## config.mk

```make
export PLATFORM = sky130hd
export DESIGN_NAME = card_number_luhn_classifier_top
export DESIGN_NICKNAME = d
export VERILOG_FILES = /design/src/cnlc_pkg.sv /design/src/cnlc_datapath.sv /design/src/cnlc_ctrl.sv /design/src/card_number_luhn_classifier_top.sv
export SDC_FILE = /design/constraint.sdc
export NUM_CORES = 1
export LEC_CHECK = 0
export ABC_AREA = 1
export BUFFER_PORTS_ARGS = -buffer_cell sky130_fd_sc_hd__clkbuf_2
export CAP_MARGIN = 0
export CORE_UTILIZATION = 54
export DETAILED_ROUTE_END_ITERATION = 10
export PLACE_DENSITY_LB_ADDON = 0.1
export SYNTH_ARGS = -nofsm -noshare
export SYNTH_HDL_FRONTEND = slang
export SYNTH_SLANG_ARGS = --single-unit
```

## constraint.sdc

```tcl
create_clock -name clock -period 8.55 [get_ports clock]
set_input_delay 0.855 -clock clock [delete_from_list [all_inputs] [get_ports clock]]
set_output_delay 0.855 -clock clock [all_outputs]
set_load 0.1 [all_outputs]
```

## src/cnlc_pkg.sv

```systemverilog
// ----------------------------------------------------------------------------
// cnlc_pkg: shared types and constants of the card number classifier
// Class codes, issuer rule constants and the command/status structs that
// join the controller to the datapath.
// ----------------------------------------------------------------------------
package cnlc_pkg;

   localparam int NUMBER_BITS_DEFAULT = 63;
   localparam int DIGIT_COUNT_W       = 5;
   localparam int CLASS_W             = 2;

   typedef enum logic [CLASS_W-1:0] {
      CLASS_INVALID    = 2'd0,
      CLASS_AMEX       = 2'd1,
      CLASS_VISA       = 2'd2,
      CLASS_MASTERCARD = 2'd3
   } card_class_type;

   // Issuer rules, as lengths and leading digits.
   localparam logic [DIGIT_COUNT_W-1:0] LEN_AMEX       = 5'd15;
   localparam logic [DIGIT_COUNT_W-1:0] LEN_VISA_SHORT = 5'd13;
   localparam logic [DIGIT_COUNT_W-1:0] LEN_LONG       = 5'd16;
   localparam logic [3:0] AMEX_FIRST      = 4'd3;
   localparam logic [3:0] AMEX_SECOND_A   = 4'd4;
   localparam logic [3:0] AMEX_SECOND_B   = 4'd7;
   localparam logic [3:0] VISA_FIRST      = 4'd4;
   localparam logic [3:0] MC_FIRST        = 4'd5;
   localparam logic [3:0] MC_SECOND_LOW   = 4'd1;
   localparam logic [3:0] MC_SECOND_HIGH  = 4'd5;

   typedef struct packed {
      logic load;      // capture a new number and clear the conversion and scan state
      logic convert;   // one binary-to-BCD shift step
      logic scan;      // one digit of the Luhn scan
      logic out_load;  // load the result register
   } dp_cmd_type;

   typedef struct packed {
      logic convert_last;  // the current convert step is the final one
      logic scan_last;     // the current scan step is the final one
   } dp_status_type;

endpackage

```

## src/cnlc_datapath.sv

```systemverilog
// ----------------------------------------------------------------------------
// cnlc_datapath: conversion and Luhn scan datapath
// Shift-and-add-3 binary to BCD conversion, then a digit-serial scan that
// forms the Luhn sum modulo ten, the digit count and the two leading digits.
// ----------------------------------------------------------------------------
module cnlc_datapath
   import cnlc_pkg::*;
#(
   parameter int NUMBER_BITS = NUMBER_BITS_DEFAULT
) (
   input  logic                     clock,
   input  logic                     reset,
   input  dp_cmd_type               cmd,
   output dp_status_type            status,
   input  logic [NUMBER_BITS-1:0]   req_card_number,
   output logic [CLASS_W-1:0]       rsp_card_class,
   output logic                     rsp_luhn_ok,
   output logic [DIGIT_COUNT_W-1:0] rsp_digit_count
);

   // Decimal digits needed for NUMBER_BITS bits: floor(bits * log10(2)) + 1.
   localparam int BCD_DIGITS = (NUMBER_BITS * 30103) / 100000 + 1;
   localparam int BCD_W      = 4 * BCD_DIGITS;
   localparam int BIT_CNT_W  = $clog2(NUMBER_BITS);
   localparam int IDX_W      = $clog2(BCD_DIGITS);

   logic [NUMBER_BITS-1:0]   bin_ff, bin_in;
   logic [BCD_W-1:0]         bcd_ff, bcd_in;
   logic [BCD_W-1:0]         bcd_adj;
   logic [BIT_CNT_W-1:0]     bit_cnt_ff, bit_cnt_in;
   logic [IDX_W-1:0]         idx_ff, idx_in;
   logic [DIGIT_COUNT_W-1:0] count_ff, count_in;
   logic [3:0]               lead_hi_ff, lead_hi_in;
   logic [3:0]               lead_lo_ff, lead_lo_in;
   logic [3:0]               prev_ff, prev_in;
   logic [3:0]               luhn_ff, luhn_in;
   logic [CLASS_W-1:0]       class_ff, class_in;
   logic                     ok_ff, ok_in;
   logic [DIGIT_COUNT_W-1:0] out_count_ff, out_count_in;

   logic [3:0] cur_digit;
   logic [4:0] twice;
   logic [4:0] contrib;
   logic [4:0] sum;
   logic       luhn_ok;
   card_class_type cls;

   assign status.convert_last = (bit_cnt_ff == BIT_CNT_W'(NUMBER_BITS - 1));
   assign status.scan_last    = (idx_ff == IDX_W'(BCD_DIGITS - 1));

   // Add 3 to every BCD digit of five or more before the shift.
   always_comb begin
      logic [3:0] digit;
      for (int i = 0; i < BCD_DIGITS; i++) begin
         digit = bcd_ff[4*i +: 4];
         bcd_adj[4*i +: 4] = (digit >= 4'd5) ? digit + 4'd3 : digit;
      end
   end

   // Luhn contribution of the digit at the bottom of the BCD word.
   assign cur_digit = bcd_ff[3:0];
   assign twice     = {cur_digit, 1'b0};
   always_comb begin
      if (idx_ff[0]) begin
         contrib = (twice > 5'd9) ? twice - 5'd9 : twice;
      end else begin
         contrib = {1'b0, cur_digit};
      end
      sum = {1'b0, luhn_ff} + contrib;
   end

   // Issuer rules on the finished scan.
   assign luhn_ok = (count_ff != '0) && (luhn_ff == 4'd0);
   always_comb begin
      cls = CLASS_INVALID;
      if (luhn_ok) begin
         if (count_ff == LEN_AMEX && lead_hi_ff == AMEX_FIRST &&
             (lead_lo_ff == AMEX_SECOND_A || lead_lo_ff == AMEX_SECOND_B)) begin
            cls = CLASS_AMEX;
         end else if (lead_hi_ff == VISA_FIRST &&
                      (count_ff == LEN_VISA_SHORT || count_ff == LEN_LONG)) begin
            cls = CLASS_VISA;
         end else if (count_ff == LEN_LONG && lead_hi_ff == MC_FIRST &&
                      lead_lo_ff >= MC_SECOND_LOW && lead_lo_ff <= MC_SECOND_HIGH) begin
            cls = CLASS_MASTERCARD;
         end
      end
   end

   always_comb begin
      bin_in       = bin_ff;
      bcd_in       = bcd_ff;
      bit_cnt_in   = bit_cnt_ff;
      idx_in       = idx_ff;
      count_in     = count_ff;
      lead_hi_in   = lead_hi_ff;
      lead_lo_in   = lead_lo_ff;
      prev_in      = prev_ff;
      luhn_in      = luhn_ff;
      class_in     = class_ff;
      ok_in        = ok_ff;
      out_count_in = out_count_ff;
      if (cmd.load) begin
         bin_in     = req_card_number;
         bcd_in     = '0;
         bit_cnt_in = '0;
         idx_in     = '0;
         count_in   = '0;
         lead_hi_in = '0;
         lead_lo_in = '0;
         prev_in    = '0;
         luhn_in    = '0;
      end
      if (cmd.convert) begin
         bcd_in     = {bcd_adj[BCD_W-2:0], bin_ff[NUMBER_BITS-1]};
         bin_in     = {bin_ff[NUMBER_BITS-2:0], 1'b0};
         bit_cnt_in = bit_cnt_ff + BIT_CNT_W'(1);
      end
      if (cmd.scan) begin
         luhn_in = (sum >= 5'd10) ? 4'(sum - 5'd10) : sum[3:0];
         if (cur_digit != 4'd0) begin
            count_in   = DIGIT_COUNT_W'(idx_ff) + DIGIT_COUNT_W'(1);
            lead_hi_in = cur_digit;
            lead_lo_in = prev_ff;
         end
         prev_in = cur_digit;
         bcd_in  = {4'd0, bcd_ff[BCD_W-1:4]};
         idx_in  = idx_ff + IDX_W'(1);
      end
      if (cmd.out_load) begin
         class_in     = cls;
         ok_in        = luhn_ok;
         out_count_in = count_ff;
      end
   end

   always_ff @(posedge clock) begin
      if (reset) begin
         bit_cnt_ff <= '0;
         idx_ff     <= '0;
      end else begin
         bit_cnt_ff <= bit_cnt_in;
         idx_ff     <= idx_in;
      end
   end

   always_ff @(posedge clock) begin
      bin_ff       <= bin_in;
      bcd_ff       <= bcd_in;
      count_ff     <= count_in;
      lead_hi_ff   <= lead_hi_in;
      lead_lo_ff   <= lead_lo_in;
      prev_ff      <= prev_in;
      luhn_ff      <= luhn_in;
      class_ff     <= class_in;
      ok_ff        <= ok_in;
      out_count_ff <= out_count_in;
   end

   assign rsp_card_class  = class_ff;
   assign rsp_luhn_ok     = ok_ff;
   assign rsp_digit_count = out_count_ff;

endmodule

```

## src/cnlc_ctrl.sv

```systemverilog
// ----------------------------------------------------------------------------
// cnlc_ctrl: sequencing controller of the card number classifier
// Steps the datapath through capture, conversion and scan, and owns the
// handshakes of both channels.
// ----------------------------------------------------------------------------
module cnlc_ctrl
   import cnlc_pkg::*;
(
   input  logic          clock,
   input  logic          reset,
   input  logic          req_valid,
   output logic          req_stall,
   output logic          rsp_valid,
   input  logic          rsp_stall,
   output dp_cmd_type    cmd,
   input  dp_status_type status
);

   typedef enum logic [1:0] {
      ST_IDLE,
      ST_CONVERT,
      ST_SCAN,
      ST_FINISH
   } state_type;

   state_type state_ff, state_in;
   logic      rsp_valid_ff, rsp_valid_in;
   logic      out_free;

   assign out_free  = !rsp_valid_ff || !rsp_stall;
   assign req_stall = (state_ff != ST_IDLE);
   assign rsp_valid = rsp_valid_ff;

   always_comb begin
      state_in     = state_ff;
      rsp_valid_in = rsp_valid_ff && rsp_stall;
      cmd          = '0;
      case (state_ff)
         ST_IDLE: begin
            if (req_valid) begin
               cmd.load = 1'b1;
               state_in = ST_CONVERT;
            end
         end
         ST_CONVERT: begin
            cmd.convert = 1'b1;
            if (status.convert_last) begin
               state_in = ST_SCAN;
            end
         end
         ST_SCAN: begin
            cmd.scan = 1'b1;
            if (status.scan_last) begin
               state_in = ST_FINISH;
            end
         end
         ST_FINISH: begin
            if (out_free) begin
               cmd.out_load = 1'b1;
               rsp_valid_in = 1'b1;
               state_in     = ST_IDLE;
            end
         end
         default: begin
            state_in = ST_IDLE;
         end
      endcase
   end

   always_ff @(posedge clock) begin
      if (reset) begin
         state_ff     <= ST_IDLE;
         rsp_valid_ff <= 1'b0;
      end else begin
         state_ff     <= state_in;
         rsp_valid_ff <= rsp_valid_in;
      end
   end

   // A waiting result is never overwritten.
   a_no_overwrite: assert property (@(posedge clock) disable iff (reset)
      (rsp_valid_ff && rsp_stall) |-> !cmd.out_load)
      else $error("result register loaded while a beat is still waiting");

   // An accepted beat starts the conversion in the next cycle.
   a_accept_starts: assert property (@(posedge clock) disable iff (reset)
      (req_valid && !req_stall) |=> (state_ff == ST_CONVERT))
      else $error("accepted beat did not start the conversion");

   // The final conversion step hands over to the scan.
   a_convert_to_scan: assert property (@(posedge clock) disable iff (reset)
      (state_ff == ST_CONVERT && status.convert_last) |=> (state_ff == ST_SCAN))
      else $error("conversion did not hand over to the scan");

   // Every result load raises the output valid.
   a_load_valid: assert property (@(posedge clock) disable iff (reset)
      cmd.out_load |=> rsp_valid_ff)
      else $error("result loaded without raising valid");

endmodule

```

## src/card_number_luhn_classifier_top.sv

```systemverilog
// ----------------------------------------------------------------------------
// card_number_luhn_classifier_top: Luhn mod-10 card number classifier
// Classifies a binary card number as invalid, amex, visa or mastercard.
// ----------------------------------------------------------------------------
// One beat on the req_ channel carries a card number as an unsigned binary
// integer; one beat on the rsp_ channel returns its class, the Luhn check
// flag and the count of decimal digits. A number is worked in two steps: the
// shift-and-add-3 converter takes one bit of the number per cycle, and the
// scan then walks the BCD word (19 digits at the default of 63 bits) one
// digit per cycle to form the Luhn sum modulo ten, the length and the two
// leading digits. One number is in work at a time; req_stall is low only
// while the block is idle. A finished result sits in an output register, so
// the next number is accepted while the previous result still waits to be
// taken; a finished number waits in its last state until that register is
// free. Zero reports zero digits and invalid. Lengths other than 13, 15 and
// 16 always classify as invalid, while luhn_ok and digit_count are still
// reported for them.
// ----------------------------------------------------------------------------
module card_number_luhn_classifier_top
   import cnlc_pkg::*;
#(
   parameter int NUMBER_BITS = NUMBER_BITS_DEFAULT
) (
   input  logic                     clock,
   input  logic                     reset,
   input  logic                     req_valid,
   output logic                     req_stall,
   input  logic [NUMBER_BITS-1:0]   req_card_number,
   output logic                     rsp_valid,
   input  logic                     rsp_stall,
   output logic [CLASS_W-1:0]       rsp_card_class,
   output logic                     rsp_luhn_ok,
   output logic [DIGIT_COUNT_W-1:0] rsp_digit_count
);

   // Commands flow from the controller to the datapath, status flows back.
   dp_cmd_type    cmd;
   dp_status_type status;

   cnlc_ctrl u_ctrl (
      .clock     (clock),
      .reset     (reset),
      .req_valid (req_valid),
      .req_stall (req_stall),
      .rsp_valid (rsp_valid),
      .rsp_stall (rsp_stall),
      .cmd       (cmd),
      .status    (status)
   );

   // The datapath holds the number, the BCD word, the scan results and
   // the output register.
   cnlc_datapath #(
      .NUMBER_BITS (NUMBER_BITS)
   ) u_datapath (
      .clock           (clock),
      .reset           (reset),
      .cmd             (cmd),
      .status          (status),
      .req_card_number (req_card_number),
      .rsp_card_class  (rsp_card_class),
      .rsp_luhn_ok     (rsp_luhn_ok),
      .rsp_digit_count (rsp_digit_count)
   );

endmodule

```

## Word-level counts from Yosys, hierarchy flattened

Cells that the tools add are included.

- Register bits: 182
- Bits in latches: 0
- Memory bits (writable): 0
- Memory bits (read-only): 0
- Input bits: 67
- Memories: 0

- Add/sub/neg operators: 24
- $mul: 0
- Divide/modulo/power cells: 0
- $lt $le $gt $ge: 23
- Equal/unequal tests: 17
- Shifts and indexed selects: 0
- Mux-type cells: 59
- Bitwise operators: 1
- Reduce and logical (&&, ||, !) cells: 23

Operators by type and width:

| operator | number |
|---|---|
| $mux W76 | 2 |
| $mux W63 | 2 |
| $mux W4 | 28 |
| $ge A4 B3 Y1 const B | 19 |
| $add A4 B2 Y4 const B | 18 |
| $mux W72 | 1 |
| $mux W5 | 7 |
| $eq A4 B3 Y1 const B | 4 |
| $mux W2 | 6 |
| $mux W6 | 2 |
| $eq A5 B4 Y1 const B | 2 |
| $eq A5 B5 Y1 const B | 2 |
| $mux W1 | 9 |
| $logic_and A1 B1 Y1 | 8 |
| $pmux W2 S4 | 1 |
| $add A6 B1 Y6 const B | 1 |
| $eq A6 B6 Y1 const B | 1 |
| $ne A2 B2 Y1 const B | 3 |
| $reduce_bool A2 Y1 | 3 |
| $add A4 B5 Y5 | 1 |
| $add A5 B1 Y5 const B | 1 |
| $ge A5 B4 Y1 const B | 1 |
| $gt A5 B4 Y1 const B | 1 |
| $reduce_bool A5 Y1 | 1 |
| other kinds (19) | 23 |

## Longest topological paths before layout

- Word-level depth: 7
- Gate-level depth with buffers: 21

## By module

A second synthesis with hierarchy kept.

- Cell total of the unflattened synthesis: 1,096
- Area, all modules: 9,785.6 µm²

By module, submodules not included:

| module | instances | cells each | area each (µm²) |
|---|---|---|---|
| cnlc_datapath | 1 | 1,058 | 9,524.1 |
| cnlc_ctrl | 1 | 38 | 261.5 |

## Worst setup path before layout

Ideal clock, no wire load.

- Path kind: register to register
- Start point: register u_datapath.bcd_ff[0]
- End point: register u_datapath.luhn_ff[2], data pin
- Data arrival time: 2,603 ps
- Path slack: 5,694 ps
- Stages on the path, launching flop included: 22
- Path buffers: 0
- Period minus slack after synthesis: 2,856 ps
- Cell sequence: edfxtp_1 > inv_2 > ha_1 > inv_1 > a21oi_2 > nor2_4 > inv_1 > nor2_1 > nor3_1 > inv_1 > fa_1 > inv_1 > nand2_1 > nand2_1 > inv_1 > ha_1 > nand2_1 > nand3_1 > nand3_2 > nand2_1 > nand2_1 > nor2_1

- Cells in the longest elaborated chain, start to end: 7
- Elaborated cells between the ends (all ways): 9
- Those cells by class: 3 x add/sub; 2 x order compare; 4 x mux

Ends and longest elaborated chain:

| element | RTL line | RTL |
|---|---|---|
| start, declared | cnlc_datapath.sv:28 | `logic [BCD_W-1:0] bcd_ff, bcd_in;` |
| start signal, assigned | cnlc_datapath.sv:149 | `bcd_ff <= bcd_in;` |
| $sub A5 B4 Y5 / $gt A5 B4 Y1 (equally long branches) | cnlc_datapath.sv:65 | `contrib = (twice > 5'd9) ? twice - 5'd9 : twice;` |
| $mux W5 | cnlc_datapath.sv:65 |  |
| $mux W5 * | cnlc_datapath.sv:64 | `if (idx_ff[0]) begin` |
| $add A4 B5 Y5 * | cnlc_datapath.sv:69 | `sum = {1'b0, luhn_ff} + contrib;` |
| $sub A4 B4 Y4 / $ge A5 B4 Y1 (equally long branches) | cnlc_datapath.sv:120 | `luhn_in = (sum >= 5'd10) ? 4'(sum - 5'd10) : sum[3:0];` |
| $mux W4 * | cnlc_datapath.sv:120 |  |
| $mux W4 * | cnlc_datapath.sv:119 | `if (cmd.scan) begin` |
| end signal, assigned | cnlc_datapath.sv:154 | `luhn_ff <= luhn_in;` |
| end, declared | cnlc_datapath.sv:36 | `logic [3:0] luhn_ff, luhn_in;` |

Every way passes the cells marked *; elsewhere a longest branch is shown, timed or not.
A chain may end at the register's enable or synchronous reset.

## Final worst setup path

- Start point: register u_datapath.bcd_ff[1]
- End point: register u_datapath.luhn_ff[2], data pin

The elaborated chain is that of the path after synthesis.

==> impl_metrics.csv <==
group,metric,value,unit
power,irDropWorstVdd,0.000234,V
finish,synthToLayoutAreaGrowth,11.7,%
global_routing,grt-ovfl-total,0,
clock_network,root_buffer,"clkbuf_16",
place,placedInstanceArea,10000,sq um
route,dr.pass1.iters,5,
hold_path,hold_path.class,"reg2reg",
status,status,"completed",
power,power,4240,uW
finish,layout-drive-gt1-share,13.2,%
global_routing,grt_pass1_wl,30200,um
setup_path,cp.depth,21,
yosys,synth_ff_type,"edfxtp_1",
finish,n_antenna_cell,0,
clock_network,cts_buffers,17,
route,num_vias,6815,
setup_path,critPathKind,"reg2reg",
clock_network,clk_latency,0.43,ns
clock_network,cts_buffer_depth,2,
die,dieArea,18100,sq um
yosys,synthCells,957,
clock_network,path_clk_slew,0.07,ns
setup_path,slowest_stage,"edfxtp_1",
clock_network,cts_setup_buffers,0,
setup_path,crit_required,8.74,ns
setup_path,critical_path_buf_inv_count,6,
timing,min_period,3.24,ns
clock_network,ctsHoldBuffers,0,
timing,maxSlewViolCount,0,
setup_path,cp_top_family,"simple AND/OR/NAND/NOR gates",
die,fp.dieW,135,um
setup_path,crit_arrival,3.43,ns
hold_path,hold_depth,2,
timing,hold_violations,0,
yosys,ys.warnings.count,0,
yosys,ys_types,37,
timing,tightestPinTransition,0.954,ns
power,p_leak,0.00442,uW
place,dpl.hpwl,11700,um
finish,final_nets,1144,
clock_network,cts_tree,"done",
route,wl,18300,um
yosys,syn-num-nets,1077,
timing,clock_skew,0.00951,ns
die,num_rows,48,
die,ioPinCount,77,
place,io_buffers,76,
timing,fmax,309,MHz
job,cap_violations,0,
route,route.detailed.drc,0,
setup_path,cp-startpoint,"u_datapath.bcd_ff[1]",
clock_network,htree_levels,4,
die,core,17200,sq um
timing,rsz0062_at_grt,"no",
setup_path,critPathMaxStageDelay,0.46,ns
route,wl_per_cell,14.5,um
yosys,avgSynthCellArea,9.93,sq um
setup_path,r2r-start,"u_datapath.bcd_ff[1]",
setup_path,rr_worst_depth,21,
timing,fin_crit_sh,37.9,%
clock_network,clock-sinks,182,
timing,setup_tns,0,ns
route,via_per_inst,5.40,
route,drt_iter0_markers,400,
global_routing,grt_max_degree,76,
timing,max_slew_margin,36.4,%
route,ant_nets,0,
setup_path,path_max_fanout,6,
setup_path,critPathLaunchType,"flip-flop",
clock_network,cts_resized,0,
timing,setup_violations,0,
yosys,async_flop_share,0,%
hold_path,min_from,"u_datapath.bcd_ff[75]",
global_routing,groute.usage.overall,20.8,%
yosys,yosysSeqAreaShare,54.1,%
die,die_h,135,um
power,power_density,399,nW/um^2
setup_path,crit_top_cell,"inv_1",
yosys,syn-cell-area,9510,sq um
global_routing,antenna_found_initial,0,
yosys,synth-edff-count,150,
place,gp_congestion,0.818,
setup_path,endpoint_kind,"flip-flop",
yosys,ys_ff_latch,182,
global_routing,grt_pass1_vias,6338,
die,initial_core_util,55.2,%
finish,stdcell_area,10600,sq um
setup_path,crit_chain,"inv_1, ha_1, inv_1, a21oi_2, nor2_4, inv_1, nor2_1, nor3_1, inv_1, fa_1, inv_1, nand2_1, nand2_1, inv_1, ha_1, nand2_1, nand3_1, nand3_2, nand2_1, nand2_1, nor2_1",
==> sequential cells by signal, summed over array words and instances, names as in the netlist, 2 cells and up <==
name	cells
u_datapath.bcd_ff	76
u_datapath.bin_ff	63
u_datapath.bit_cnt_ff	6
u_datapath.count_ff	5
u_datapath.idx_ff	5
u_datapath.rsp_digit_count	5
u_datapath.lead_hi_ff	4
u_datapath.lead_lo_ff	4
u_datapath.luhn_ff	4
u_datapath.prev_ff	4
u_ctrl.state_ff	2
u_datapath.rsp_card_class	2
==> per-layer routing <==
layer  global-route usage (%)  wire length, um
met2                     33.2             8450
met5                        0                0
met4                     6.30              175
met1                     28.6             8890
met3                     4.32              734
==> cells in the final DEF (no fill, tap or decap), types with 2 or more instances in the layout <==
master and count:
nand3_2 2, a21oi_1 67, inv_6 3, nor3_1 9
clkinvlp_4 3, o21ai_0 90, nand4_1 3, clkbuf_2 76
o21ai_1 45, nor2_1 44, inv_2 5, clkinv_8 2
and2_1 2, inv_8 6, or2_2 5, o22ai_1 34
clkbuf_16 17, inv_1 145, ha_1 51, dfxtp_1 32
nor2_4 2, buf_4 5, edfxtp_1 150, nand2_1 99
nand2_2 5, nand3_1 36, a22o_1 61, xor2_1 24
==> final timing paths <==
kind | end | slack (ns)
setup / recovery | u_datapath.luhn_ff[2] | 5.31
hold / removal | u_datapath.bcd_ff[75] | 0.47
setup reg to reg | u_datapath.luhn_ff[2] | 5.31
hold reg to reg | u_datapath.bcd_ff[75] | 0.47
==> stage by stage <==
stage / instances / setup slack [ns] / hold slack, ns / utilization [%]
2_1_floorplan: 957 / 5.69 / 0.430 / -
3_3_place_gp: 1230 / 5.51 / 0.453 / 58.3
3_5_place_dp: 1230 / 5.34 / 0.455 / 58.3
4_1_cts: 1262 / 5.33 / 0.467 / 61.6
5_1_grt: 1262 / 4.99 / 0.489 / 61.6
6_report: 1262 / 5.31 / 0.468 / 61.6
==> final cells by class <==
type	instances	area, sq um
clock inverter	15	154
timing repair buffer	81	418
multi-input combinational	591	3630
tap	225	282
fill	1432	6610
clock buffer	17	425
inverter	151	569
sequential	182	5140
==> synthesized netlist by cell type (5+ instances only) <==
cell type | instances | share of area, %
clkbuf_1 | 13 | 0.51
inv_1 | 147 | 5.8
dfxtp_1 | 32 | 6.7
buf_2 | 15 | 0.79
a22o_1 | 61 | 5.6
xor2_1 | 24 | 2.2
nor3_1 | 9 | 0.47
edfxtp_1 | 150 | 47
o21ai_1 | 45 | 2.4
o21ai_0 | 90 | 4.7
a21oi_1 | 67 | 3.5
nor2_1 | 45 | 1.8
o22ai_1 | 34 | 2.2
or2_2 | 5 | 0.33
nand3_1 | 36 | 1.9
nand2_1 | 99 | 3.9
nand2_2 | 5 | 0.33
ha_1 | 52 | 6.8
==> power breakdown <==
| group | internal, uW | total (uW) | switching, uW |
|---|---|---|---|
| Clock | 391 | 770 | 379 |
| Combinational | 555 | 1680 | 1130 |
| Sequential | 1540 | 1790 | 246 |
==> worst reg2reg max path: stages, from the launching register on <==
cell	delay, ns
edfxtp_1	0.46
inv_1	0.17
ha_1	0.19
inv_1	0.06
a21oi_2	0.21
nor2_4	0.07
inv_1	0.07
nor2_1	0.04
nor3_1	0.22
inv_1	0.10
fa_1	0.42
inv_1	0.10
nand2_1	0.08
nand2_1	0.08
inv_1	0.05
ha_1	0.20
nand2_1	0.07
nand3_1	0.12
nand3_2	0.13
nand2_1	0.07
nand2_1	0.06
nor2_1	0.05
==> logic make-up (layout without fill, tap and decap cells) <==
logic type	count (synthesis)	count (layout)	synth area share [%]
xor+xnor	24	24	2.21
compound gates	303	303	19.0
fa+ha+maj	53	53	7.05
buf+inv	184	264	7.80
simple gates	211	211	9.79
flops	182	182	54.1
(Power assumes the default switching activity.)
